$ cat src/byte_ring_fifo_defines.svh
// ----------------------------------------------------------------------------
// byte ring fifo assertion macros
// shared concurrent assertion wrappers, clocked on clk_i, off during reset
// ----------------------------------------------------------------------------
`ifndef BYTE_RING_FIFO_DEFINES_SVH
`define BYTE_RING_FIFO_DEFINES_SVH

// property that must hold at every clock edge out of reset
`define BRF_ASSERT(label, prop, msg) \
  label: assert property (@(posedge clk_i) disable iff (!rst_ni) prop) else $error(msg);

// condition that must hold in the cycle after the trigger
`define BRF_ASSERT_NEXT(label, ante, cons, msg) \
  label: assert property (@(posedge clk_i) disable iff (!rst_ni) (ante) |=> (cons)) \
    else $error(msg);

`endif

$ cat src/brf_pkg.sv
// ----------------------------------------------------------------------------
// brf_pkg
// shared types and constants of the byte ring fifo
// ----------------------------------------------------------------------------
package brf_pkg;

  localparam int unsigned DEPTH   = 64;
  localparam int unsigned IDX_W   = $clog2(DEPTH);
  localparam int unsigned PTR_W   = IDX_W + 1;
  localparam int unsigned OP_W    = 3;
  localparam int unsigned DATA_W  = 8;
  localparam int unsigned LEN_W   = 7;
  localparam int unsigned MAX_RUN = 64;
  localparam int unsigned CMP_W   = (PTR_W > LEN_W) ? PTR_W : LEN_W;

  typedef enum logic [OP_W-1:0] {
    OP_PUT        = 3'd0,
    OP_GET        = 3'd1,
    OP_PEEK       = 3'd2,
    OP_PULL       = 3'd3,
    OP_PEEK_AHEAD = 3'd4,
    OP_FLUSH      = 3'd5,
    OP_ADD        = 3'd6
  } op_e;

  // controller to datapath
  typedef struct packed {
    logic capture;
    logic do_single;
    logic run_start;
    logic run_emit;
  } cmd_t;

  // datapath to controller
  typedef struct packed {
    logic run_nonzero;
    logic out_free;
    logic run_last;
  } status_t;

  typedef struct packed {
    logic [DATA_W-1:0] data_out;
    logic              data_valid;
    logic              accepted;
    logic [LEN_W-1:0]  occupancy;
    logic              is_full;
    logic              is_empty;
    logic              last_of_run;
    logic [LEN_W-1:0]  transferred;
  } result_t;

endpackage

$ cat src/brf_in_if.sv
// ----------------------------------------------------------------------------
// brf_in_if
// request channel of the byte ring fifo
// ----------------------------------------------------------------------------
interface brf_in_if;
  logic                        valid;
  logic                        ready;
  logic [brf_pkg::OP_W-1:0]    operation;
  logic [brf_pkg::DATA_W-1:0]  data_in;
  logic [brf_pkg::LEN_W-1:0]   request_length;
  logic                        burst_first;
  logic [brf_pkg::LEN_W-1:0]   burst_length;

  modport source (
    output valid, operation, data_in, request_length, burst_first, burst_length,
    input  ready
  );
  modport sink (
    input  valid, operation, data_in, request_length, burst_first, burst_length,
    output ready
  );
endinterface

$ cat src/brf_out_if.sv
// ----------------------------------------------------------------------------
// brf_out_if
// result channel of the byte ring fifo
// ----------------------------------------------------------------------------
interface brf_out_if;
  logic                        valid;
  logic                        ready;
  logic [brf_pkg::DATA_W-1:0]  data_out;
  logic                        data_valid;
  logic                        accepted;
  logic [brf_pkg::LEN_W-1:0]   occupancy;
  logic                        is_full;
  logic                        is_empty;
  logic                        last_of_run;
  logic [brf_pkg::LEN_W-1:0]   transferred;

  modport source (
    output valid, data_out, data_valid, accepted, occupancy, is_full, is_empty,
           last_of_run, transferred,
    input  ready
  );
  modport sink (
    input  valid, data_out, data_valid, accepted, occupancy, is_full, is_empty,
           last_of_run, transferred,
    output ready
  );
endinterface

$ cat src/brf_ctrl.sv
// ----------------------------------------------------------------------------
// brf_ctrl
// sequencer: capture, execute, then give a single result or emit a run of read beats
// ----------------------------------------------------------------------------
module brf_ctrl (
  input  logic             clk_i,
  input  logic             rst_ni,
  input  logic             in_valid_i,
  output logic             in_ready_o,
  input  brf_pkg::status_t status_i,
  output brf_pkg::cmd_t    cmd_o
);
  import brf_pkg::*;

  typedef enum logic [1:0] {
    S_IDLE,
    S_EXEC,
    S_RUN
  } state_e;

  state_e state_q, state_d;

  always_comb begin
    state_d    = state_q;
    cmd_o      = '0;
    in_ready_o = 1'b0;
    unique case (state_q)
      S_IDLE: begin
        in_ready_o = 1'b1;
        if (in_valid_i) begin
          cmd_o.capture = 1'b1;
          state_d       = S_EXEC;
        end
      end
      S_EXEC: begin
        if (status_i.run_nonzero) begin
          cmd_o.run_start = 1'b1;
          state_d         = S_RUN;
        end else if (status_i.out_free) begin
          cmd_o.do_single = 1'b1;
          state_d         = S_IDLE;
        end
      end
      S_RUN: begin
        if (status_i.out_free) begin
          cmd_o.run_emit = 1'b1;
          if (status_i.run_last) begin
            state_d = S_IDLE;
          end
        end
      end
      default: state_d = S_IDLE;
    endcase
  end

  always_ff @(posedge clk_i or negedge rst_ni) begin
    if (!rst_ni) begin
      state_q <= S_IDLE;
    end else begin
      state_q <= state_d;
    end
  end

endmodule

$ cat src/brf_dpath.sv
// ----------------------------------------------------------------------------
// brf_dpath
// pointers, byte ring, burst tracking and result register
// ----------------------------------------------------------------------------
`include "byte_ring_fifo_defines.svh"

module brf_dpath (
  input  logic                        clk_i,
  input  logic                        rst_ni,
  input  brf_pkg::cmd_t               cmd_i,
  output brf_pkg::status_t            status_o,
  input  logic [brf_pkg::OP_W-1:0]    operation_i,
  input  logic [brf_pkg::DATA_W-1:0]  data_in_i,
  input  logic [brf_pkg::LEN_W-1:0]   request_length_i,
  input  logic                        burst_first_i,
  input  logic [brf_pkg::LEN_W-1:0]   burst_length_i,
  output logic                        out_valid_o,
  input  logic                        out_ready_i,
  output brf_pkg::result_t            result_o
);
  import brf_pkg::*;

  // captured item
  logic [OP_W-1:0]   op_q;
  logic [DATA_W-1:0] din_q;
  logic [LEN_W-1:0]  req_q;
  logic              first_q;
  logic [LEN_W-1:0]  blen_q;

  logic [PTR_W-1:0]  wp_q, wp_d, rp_q, rp_d;
  logic              adm_q, adm_d, adm_e;
  logic [LEN_W-1:0]  rem_q, rem_d, rem_e;

  logic [PTR_W-1:0]  run_p_q;
  logic [LEN_W-1:0]  run_n_q, run_i_q, run_n_c, run_i_inc;
  logic              run_last;

  logic [DATA_W-1:0] mem_q [DEPTH];
  logic [DATA_W-1:0] rdata_q;
  logic              mem_we, mem_re;
  logic [IDX_W-1:0]  raddr;

  logic              out_valid_q;
  result_t           res_q, res_d;

  op_e               op;
  logic [PTR_W-1:0]  held, occ_after;
  logic [CMP_W-1:0]  held_c, space_c, min_a, min_b;
  logic              full, acc, advance, report, out_free;

  assign op     = op_e'(op_q);
  assign held   = wp_q - rp_q;
  assign held_c = CMP_W'(held);
  assign full   = held_c >= CMP_W'(DEPTH);
  assign space_c = CMP_W'(DEPTH) - held_c;

  assign advance = (op == OP_GET) || (op == OP_PULL);
  assign report  = (op == OP_PULL) || (op == OP_PEEK_AHEAD);

  // run length: least of request, occupancy and the run cap
  assign min_a = (held_c < CMP_W'(req_q)) ? held_c : CMP_W'(req_q);
  assign min_b = (min_a < CMP_W'(MAX_RUN)) ? min_a : CMP_W'(MAX_RUN);

  always_comb begin
    case (op) inside
      OP_GET, OP_PEEK:         run_n_c = (held != '0) ? LEN_W'(1) : '0;
      OP_PULL, OP_PEEK_AHEAD:  run_n_c = LEN_W'(min_b);
      default:                 run_n_c = '0;
    endcase
  end

  assign run_i_inc = run_i_q + LEN_W'(1);
  assign run_last  = run_i_inc == run_n_q;
  assign out_free  = !out_valid_q || out_ready_i;

  assign status_o.run_nonzero = run_n_c != '0;
  assign status_o.out_free    = out_free;
  assign status_o.run_last    = run_last;

  // state update for single-result items and run beats
  always_comb begin
    wp_d   = wp_q;
    rp_d   = rp_q;
    adm_d  = adm_q;
    rem_d  = rem_q;
    adm_e  = adm_q;
    rem_e  = rem_q;
    mem_we = 1'b0;
    acc    = 1'b0;
    if (cmd_i.do_single) begin
      case (op)
        OP_PUT: begin
          if (!full) begin
            mem_we = 1'b1;
            wp_d   = wp_q + PTR_W'(1);
            acc    = 1'b1;
          end
        end
        OP_FLUSH: rp_d = wp_q;
        OP_ADD: begin
          if (first_q) begin
            adm_e = (blen_q != '0) && (CMP_W'(blen_q) <= space_c);
            rem_e = adm_e ? blen_q : '0;
          end
          adm_d = adm_e;
          rem_d = rem_e;
          if (adm_e && (rem_e != '0)) begin
            // a full ring drops the byte but it still counts
            if (!full) begin
              mem_we = 1'b1;
              wp_d   = wp_q + PTR_W'(1);
              acc    = 1'b1;
            end
            rem_d = rem_e - LEN_W'(1);
            if (rem_e == LEN_W'(1)) begin
              adm_d = 1'b0;
            end
          end
        end
        default: ;
      endcase
    end
    if (cmd_i.run_emit && advance) begin
      rp_d = run_p_q + PTR_W'(1);
    end
  end

  assign occ_after = wp_d - rp_d;

  always_comb begin
    res_d             = res_q;
    res_d.occupancy   = LEN_W'(occ_after);
    res_d.is_full     = occ_after == PTR_W'(DEPTH);
    res_d.is_empty    = occ_after == '0;
    if (cmd_i.run_emit) begin
      res_d.data_out    = rdata_q;
      res_d.data_valid  = 1'b1;
      res_d.accepted    = 1'b0;
      res_d.last_of_run = run_last;
      res_d.transferred = (run_last && report) ? run_n_q : '0;
    end else begin
      res_d.data_out    = '0;
      res_d.data_valid  = 1'b0;
      res_d.accepted    = acc;
      res_d.last_of_run = 1'b1;
      res_d.transferred = '0;
    end
  end

  // read the front at run start, then one ahead on every beat
  assign mem_re = cmd_i.run_start || cmd_i.run_emit;
  assign raddr  = cmd_i.run_start ? rp_q[IDX_W-1:0] : IDX_W'(run_p_q + PTR_W'(1));

  always_ff @(posedge clk_i) begin
    if (mem_we) begin
      mem_q[wp_q[IDX_W-1:0]] <= din_q;
    end
    if (mem_re) begin
      rdata_q <= mem_q[raddr];
    end
  end

  always_ff @(posedge clk_i) begin
    if (cmd_i.capture) begin
      op_q    <= operation_i;
      din_q   <= data_in_i;
      req_q   <= request_length_i;
      first_q <= burst_first_i;
      blen_q  <= burst_length_i;
    end
    if (cmd_i.do_single || cmd_i.run_emit) begin
      res_q <= res_d;
    end
  end

  always_ff @(posedge clk_i or negedge rst_ni) begin
    if (!rst_ni) begin
      wp_q        <= '0;
      rp_q        <= '0;
      adm_q       <= 1'b0;
      rem_q       <= '0;
      run_p_q     <= '0;
      run_n_q     <= '0;
      run_i_q     <= '0;
      out_valid_q <= 1'b0;
    end else begin
      wp_q  <= wp_d;
      rp_q  <= rp_d;
      adm_q <= adm_d;
      rem_q <= rem_d;
      if (cmd_i.run_start) begin
        run_p_q <= rp_q;
        run_n_q <= run_n_c;
        run_i_q <= '0;
      end else if (cmd_i.run_emit) begin
        run_p_q <= run_p_q + PTR_W'(1);
        run_i_q <= run_i_inc;
      end
      if (cmd_i.do_single || cmd_i.run_emit) begin
        out_valid_q <= 1'b1;
      end else if (out_ready_i) begin
        out_valid_q <= 1'b0;
      end
    end
  end

  assign out_valid_o = out_valid_q;
  assign result_o    = res_q;

  `BRF_ASSERT(a_occ_bound, CMP_W'(wp_q - rp_q) <= CMP_W'(DEPTH), "occupancy above depth")
  `BRF_ASSERT(a_beat_in_run, cmd_i.run_emit |-> (run_i_q < run_n_q), "beat past run end")
  `BRF_ASSERT_NEXT(a_flush_empty, cmd_i.do_single && (op == OP_FLUSH), wp_q == rp_q, "flush left bytes")
  `BRF_ASSERT(a_xfer_last, (out_valid_q && (res_q.transferred != '0)) |-> res_q.last_of_run, "count off last beat")

endmodule

$ cat src/byte_ring_fifo.sv
// ----------------------------------------------------------------------------
// byte_ring_fifo
// byte fifo over a 64-entry ring with free-running pointers
// ----------------------------------------------------------------------------
// in_i carries one request beat: put, get, peek, pull, peek ahead, flush or
// one byte of an all-or-nothing add burst (length on the first byte).
// out_o carries result beats: one per request, except pull and peek ahead,
// which give one beat per byte moved, the final one flagged last_of_run
// with the byte count in transferred.
// a request that returns no byte has its result beat registered in the
// execute state; a get, peek, pull or peek ahead that returns bytes reads
// the front in the execute state and registers its first beat in the run
// state, the extra state covering the registered ring read port.
// every request passes through idle and execute, and one returning bytes
// then stays in the run state for its beats; both wait while out_o stalls.
// a request is taken only when the previous one has issued all its beats;
// the result register lets the next request in while the last beat waits.
// reset clears pointers, burst tracking and the result valid flag; ring
// contents are left as they are and only bytes written are ever read.
// a stalled receiver holds the current beat and pauses any run in place.
// ----------------------------------------------------------------------------
module byte_ring_fifo (
  input  logic      clk_i,
  input  logic      rst_ni,
  brf_in_if.sink    in_i,
  brf_out_if.source out_o
);
  import brf_pkg::*;

  cmd_t    cmd;      // sequencer commands
  status_t status;   // datapath status back to the sequencer
  result_t result;   // registered result beat
  logic    out_valid;

  // sequencer
  brf_ctrl u_ctrl (
    .clk_i      (clk_i),
    .rst_ni     (rst_ni),
    .in_valid_i (in_i.valid),
    .in_ready_o (in_i.ready),
    .status_i   (status),
    .cmd_o      (cmd)
  );

  // ring, pointers and result register
  brf_dpath u_dpath (
    .clk_i            (clk_i),
    .rst_ni           (rst_ni),
    .cmd_i            (cmd),
    .status_o         (status),
    .operation_i      (in_i.operation),
    .data_in_i        (in_i.data_in),
    .request_length_i (in_i.request_length),
    .burst_first_i    (in_i.burst_first),
    .burst_length_i   (in_i.burst_length),
    .out_valid_o      (out_valid),
    .out_ready_i      (out_o.ready),
    .result_o         (result)
  );

  // result beat onto the output channel
  assign out_o.valid       = out_valid;
  assign out_o.data_out    = result.data_out;
  assign out_o.data_valid  = result.data_valid;
  assign out_o.accepted    = result.accepted;
  assign out_o.occupancy   = result.occupancy;
  assign out_o.is_full     = result.is_full;
  assign out_o.is_empty    = result.is_empty;
  assign out_o.last_of_run = result.last_of_run;
  assign out_o.transferred = result.transferred;

endmodule

$ cat src/flat_wrapper.sv
// flat-port wrapper written by rule: the top's interface ports become plain ports
module byte_ring_fifo_flat import brf_pkg::*;
  (clk_i, rst_ni, in_i_valid, in_i_operation, in_i_data_in, in_i_request_length, in_i_burst_first, in_i_burst_length, in_i_ready, out_o_valid, out_o_data_out, out_o_data_valid, out_o_accepted, out_o_occupancy, out_o_is_full, out_o_is_empty, out_o_last_of_run, out_o_transferred, out_o_ready);
  brf_in_if in_i_i ();
  brf_out_if out_o_i ();
  input  logic clk_i;
  input  logic rst_ni;
  input wire logic [$bits(in_i_i.valid)-1:0] in_i_valid;
  input wire logic [$bits(in_i_i.operation)-1:0] in_i_operation;
  input wire logic [$bits(in_i_i.data_in)-1:0] in_i_data_in;
  input wire logic [$bits(in_i_i.request_length)-1:0] in_i_request_length;
  input wire logic [$bits(in_i_i.burst_first)-1:0] in_i_burst_first;
  input wire logic [$bits(in_i_i.burst_length)-1:0] in_i_burst_length;
  output wire logic [$bits(in_i_i.ready)-1:0] in_i_ready;
  output wire logic [$bits(out_o_i.valid)-1:0] out_o_valid;
  output wire logic [$bits(out_o_i.data_out)-1:0] out_o_data_out;
  output wire logic [$bits(out_o_i.data_valid)-1:0] out_o_data_valid;
  output wire logic [$bits(out_o_i.accepted)-1:0] out_o_accepted;
  output wire logic [$bits(out_o_i.occupancy)-1:0] out_o_occupancy;
  output wire logic [$bits(out_o_i.is_full)-1:0] out_o_is_full;
  output wire logic [$bits(out_o_i.is_empty)-1:0] out_o_is_empty;
  output wire logic [$bits(out_o_i.last_of_run)-1:0] out_o_last_of_run;
  output wire logic [$bits(out_o_i.transferred)-1:0] out_o_transferred;
  input wire logic [$bits(out_o_i.ready)-1:0] out_o_ready;
  assign in_i_i.valid = in_i_valid;
  assign in_i_i.operation = in_i_operation;
  assign in_i_i.data_in = in_i_data_in;
  assign in_i_i.request_length = in_i_request_length;
  assign in_i_i.burst_first = in_i_burst_first;
  assign in_i_i.burst_length = in_i_burst_length;
  assign in_i_ready = in_i_i.ready;
  assign out_o_valid = out_o_i.valid;
  assign out_o_data_out = out_o_i.data_out;
  assign out_o_data_valid = out_o_i.data_valid;
  assign out_o_accepted = out_o_i.accepted;
  assign out_o_occupancy = out_o_i.occupancy;
  assign out_o_is_full = out_o_i.is_full;
  assign out_o_is_empty = out_o_i.is_empty;
  assign out_o_last_of_run = out_o_i.last_of_run;
  assign out_o_transferred = out_o_i.transferred;
  assign out_o_i.ready = out_o_ready;
  byte_ring_fifo u_core (.clk_i(clk_i), .rst_ni(rst_ni), .in_i(in_i_i), .out_o(out_o_i));
endmodule
$ cat config.mk
export PLATFORM = sky130hd
export DESIGN_NAME = byte_ring_fifo_flat
export DESIGN_NICKNAME = d
export VERILOG_FILES = /design/src/brf_pkg.sv /design/src/brf_in_if.sv /design/src/brf_out_if.sv /design/src/brf_ctrl.sv /design/src/brf_dpath.sv /design/src/byte_ring_fifo.sv /design/src/flat_wrapper.sv
export VERILOG_INCLUDE_DIRS = /design/src /design/src/src
export SDC_FILE = /design/constraint.sdc
export NUM_CORES = 1
export LEC_CHECK = 0
export BUFFER_PORTS_ARGS = -buffer_cell sky130_fd_sc_hd__buf_2
export CORE_AREA = 2 2 337 239
export CTS_CLUSTER_SIZE = 16
export DETAILED_ROUTE_END_ITERATION = 8
export DIE_AREA = 0 0 339 241
export MAX_ROUTING_LAYER = met4
export SYNTH_ARGS = -nofsm -noshare
export SYNTH_HDL_FRONTEND = slang
export SYNTH_SLANG_ARGS = --single-unit
$ cat constraint.sdc
create_clock -name clk_i -period 9.3 [get_ports clk_i]
set_clock_uncertainty 0.1 [all_clocks]
set_input_delay 1.86 -clock clk_i [delete_from_list [all_inputs] [get_ports clk_i]]
set_output_delay 1.86 -clock clk_i [all_outputs]
set_load 0.005 [all_outputs]
==> flow_summary.json <==
{
  "status": "completed",
  "globalplace.congestion": 0.8758,
  "syn-instance-count": 1906,
  "num-fill-cells": 7222,
  "route.detailed.drc": 0,
  "synth_top_cell_area_share_pct": 63.29,
  "ys_warn_count": 0,
  "path_max_fanout": 9,
  "end_kind": "flip-flop",
  "antenna_found_initial": 2,
  "ios": 59,
  "relSlewSlack_pct": 10.89,
  "tns_ps": 0,
  "syn_nets": 1969,
  "hold_viol": 0,
  "cts_buffers": 59,
  "row_count": 86,
  "hold_buffers": 0,
  "clk_pin_slew_ps": 70,
  "setup_viol_count_final": 0,
  "root_buffer": "clkbuf_16",
  "fmax_mhz": 118.4,
  "cts_max_level": 2,
  "vias": 17230,
  "post_cts_buffers": 0,
  "clock_sinks": 619,
  "leakagePower_nw": 10.53,
  "yosysTopAreaCell": "edfxtp_1",
  "die_y_um": 241,
  "avgSynthCellArea_sq_um": 14.26,
  "cpPeakStageDelay_ps": 680,
  "clockBufferDepth": 3,
  "layout.nets": 2002,
  "area_growth_pct": 12.43,
  "detailed_place_hpwl_um": 47220,
  "cp_slowest_cell": "or4b_2",
  "rsz0062_at_grt": "no",
  "vdd_drop_max_mv": 0.3734,
  "yosysUniqueCellTypes": 92,
  "crit_required_ps": 9700,
  "drt_iter0_markers": 2200,
  "grt_max_degree": 70,
  "worst_pin_slew_ps": 1332,
  "stdcell_count": 3046,
  "crit_family": "simple AND/OR/NAND/NOR gates",
  "firstDrtPassIters": 8,
  "maxSlewViolCount": 0,
  "path_class": "flip-flop to flip-flop",
  "grt_pass1_wl_um": 109500,
  "syn_area_sq_mm": 0.02718,
  "tritoncts": "built",
  "drv_cap": 0,
  "post-route-util_pct": 39.07,
  "cts_resized": 0,
  "crit_path_start_kind": "flip-flop",
  "hold_class": "flip-flop to flip-flop",
  "dp.cells": 2934,
  "path_buf_inv": 3,
  "synth_edf_count": 573,
  "synth_seq_area_share_pct": 67.53,
  "clock_latency_ps": 640,
  "grt_overflow": 0,
  "grt_usage_pct": 18.39,
  "start_util_pct": 34.75,
  "die_x_um": 339,
  "multi_input_area_sq_mm": 0.008074,
  "dieArea_sq_mm": 0.08170,
  "grt_pass1_vias": 16280,
  "synthFlopType": "edfxtp_1",
  "period_needed_ps": 8444,
  "final_antenna_net_count": 0,
  "async_flop_share_pct": 7.431,
  "port_buffers": 58,
  "wirelength_um": 74240,
  "p_per_area_mw_per_mm2": 368.1,
  "seq_area_sq_mm": 0.01836,
  "path_common_cell": "ha_1",
  "finalCritPeriodShare_pct": 90.79,
  "core_sq_mm": 0.07823,
  "synth.area.top_cells": "edfxtp_1 (63%), dfrtp_1 (4.2%), mux2i_1 (3.2%), o211a_1 (2.7%), nand2_1 (2.3%)",
  "drive_above_1_share_pct": 13.13,
  "crit_arrival_ps": 8850,
  "viasPerCell": 5.656,
  "synth_seq_cells": 619,
  "avgRoutedWirePerCell_um": 24.37
}
## per-layer routing
layer / GRT usage, % / routed length, um / vias to the layer above
met5: - / 0 / -
met4: 4.795 / 1642 / 0
met3: 5.261 / 8087 / 112
met2: 25.33 / 30820 / 848
met1: 26.36 / 33680 / 8692
li1: - / - / 7577
## worst reg2reg max path, delay by kind of cell (launching register included)
kind / cells / cell delay, ps
flip-flops: 1 / 500
adder cells (fa/ha/maj): 5 / 1580
AND/OR/NAND/NOR: 8 / 2360
buffers and inverters: 3 / 400
AO/OA/AOI/OAI: 9 / 2310
XOR/XNOR: 4 / 1070
## per-stage QoR
stage / setup WS (ps) / total power [mW] / cell area [sq um] / hold slack (ps)
after floorplan: 1892 / 6.950 / 27180 / 341.8
after global placement: 1232 / 8.568 / 28520 / 355.1
after detailed placement: 956.8 / 8.647 / 28520 / 367.8
after CTS: 881.5 / 11.19 / 30560 / 382.3
after global routing: 255.3 / 11.77 / 30560 / 423.4
final: 856.1 / 11.25 / 30560 / 381.3
## area by class of cell
class	instances	share of cell area, %
inverter	38	0.4667
clock buffer	73	5.138
antenna	2	0.01637
sequential	619	60.06
tap	1056	4.323
clock inverter	37	1.547
multi-input combinational	1119	26.42
timing repair buffer	102	2.030
## cells in the final DEF, fill, tap and decap left out, drive strengths merged, types with 19 or more instances in the layout
cell	instances
edfxtp	573
nand2	170
nor2	124
buf	102
mux2i	91
a21oi	85
o211a	74
clkbuf	73
a211oi	61
o211ai	49
dfrtp	46
inv	38
a2111oi	32
ha	31
o221ai	27
nor4b	25
o21ai	25
xnor2	24
clkinv	24
mux2	23
a311oi	22
xor2	22
and2	19
## path summary, 6_finish.rpt
| kind | from | endpoint | slack (ps) | depth (start not counted) |
|---|---|---|---|---|
| worst max register to register | u_core.u_dpath.wp_q[0] | u_core.u_dpath.result_o[9] | 860 | 29 |
| worst max-delay path | u_core.u_dpath.wp_q[0] | u_core.u_dpath.result_o[9] | 860 | 29 |
| min in group asynchronous | rst_ni | u_core.u_dpath.rem_q[6] | 1330 | 1 |
| max in group asynchronous | rst_ni | u_core.u_dpath.run_i_q[3] | 7030 | 1 |
| worst min-delay path | u_core.u_dpath.adm_q | u_core.u_dpath.adm_q | 380 | 1 |
| worst min register to register | u_core.u_dpath.adm_q | u_core.u_dpath.adm_q | 380 | 1 |
## kinds of logic (layout without fill, tap and decap cells)
| family | after synthesis | after routing | synth area share (%) |
|---|---|---|---|
| DFF | 619 | 619 | 67.53 |
| AOI/OAI and AO/OA | 489 | 489 | 14.22 |
| and+or+nand+nor | 436 | 436 | 7.760 |
| buffers and inverters | 168 | 250 | 2.909 |
| muxes | 114 | 114 | 4.405 |
| xor gates and xnor gates | 47 | 47 | 1.602 |
| adders and majority gates | 33 | 33 | 1.574 |
| other | 0 | 2 | 0 |
## power breakdown
| group | switching [mW] | internal (mW) | total (mW) |
|---|---|---|---|
| clock | 1.07 | 1.48 | 2.55 |
| combinational | 3.60 | 1.63 | 5.23 |
| sequential | 0.121 | 3.36 | 3.48 |
| total | 4.78 | 6.47 | 11.3 |
## sequential cells by signal (all words and copies together), names as in the netlist
signal and cells:
u_core.u_ctrl.state_q 2, u_core.u_dpath.adm_q 1, u_core.u_dpath.blen_q 7, u_core.u_dpath.din_q 8, u_core.u_dpath.first_q 1, u_core.u_dpath.mem_q 512, u_core.u_dpath.op 3, u_core.u_dpath.out_valid_o 1
u_core.u_dpath.rdata_q 8, u_core.u_dpath.rem_q 7, u_core.u_dpath.req_q 7, u_core.u_dpath.result_o 27, u_core.u_dpath.rp_q 7, u_core.u_dpath.run_i_q 7, u_core.u_dpath.run_n_q 7, u_core.u_dpath.run_p_q 7
u_core.u_dpath.wp_q 7
## Yosys cell counts (10+ instances only)
master and instances:
inv_1 35, o221ai_1 26, o211ai_1 48, a41oi_1 17, nand3_1 17, ha_1 31
clkbuf_1 55, nand2_1 170, nor2_1 122, nor3_1 10, o211a_1 74, mux2_2 21
a21oi_1 85, dfrtp_1 46, mux2i_1 86, nor4b_1 25, a31oi_1 13, a311oi_1 22
buf_2 49, and2_1 16, a2111oi_0 32, buf_4 13, and3_1 12, a211oi_1 61
xor2_1 21, xnor2_1 24, edfxtp_1 573, a221oi_1 17, o21ai_0 20
No activity file was read; power rests on OpenSTA's default activity.
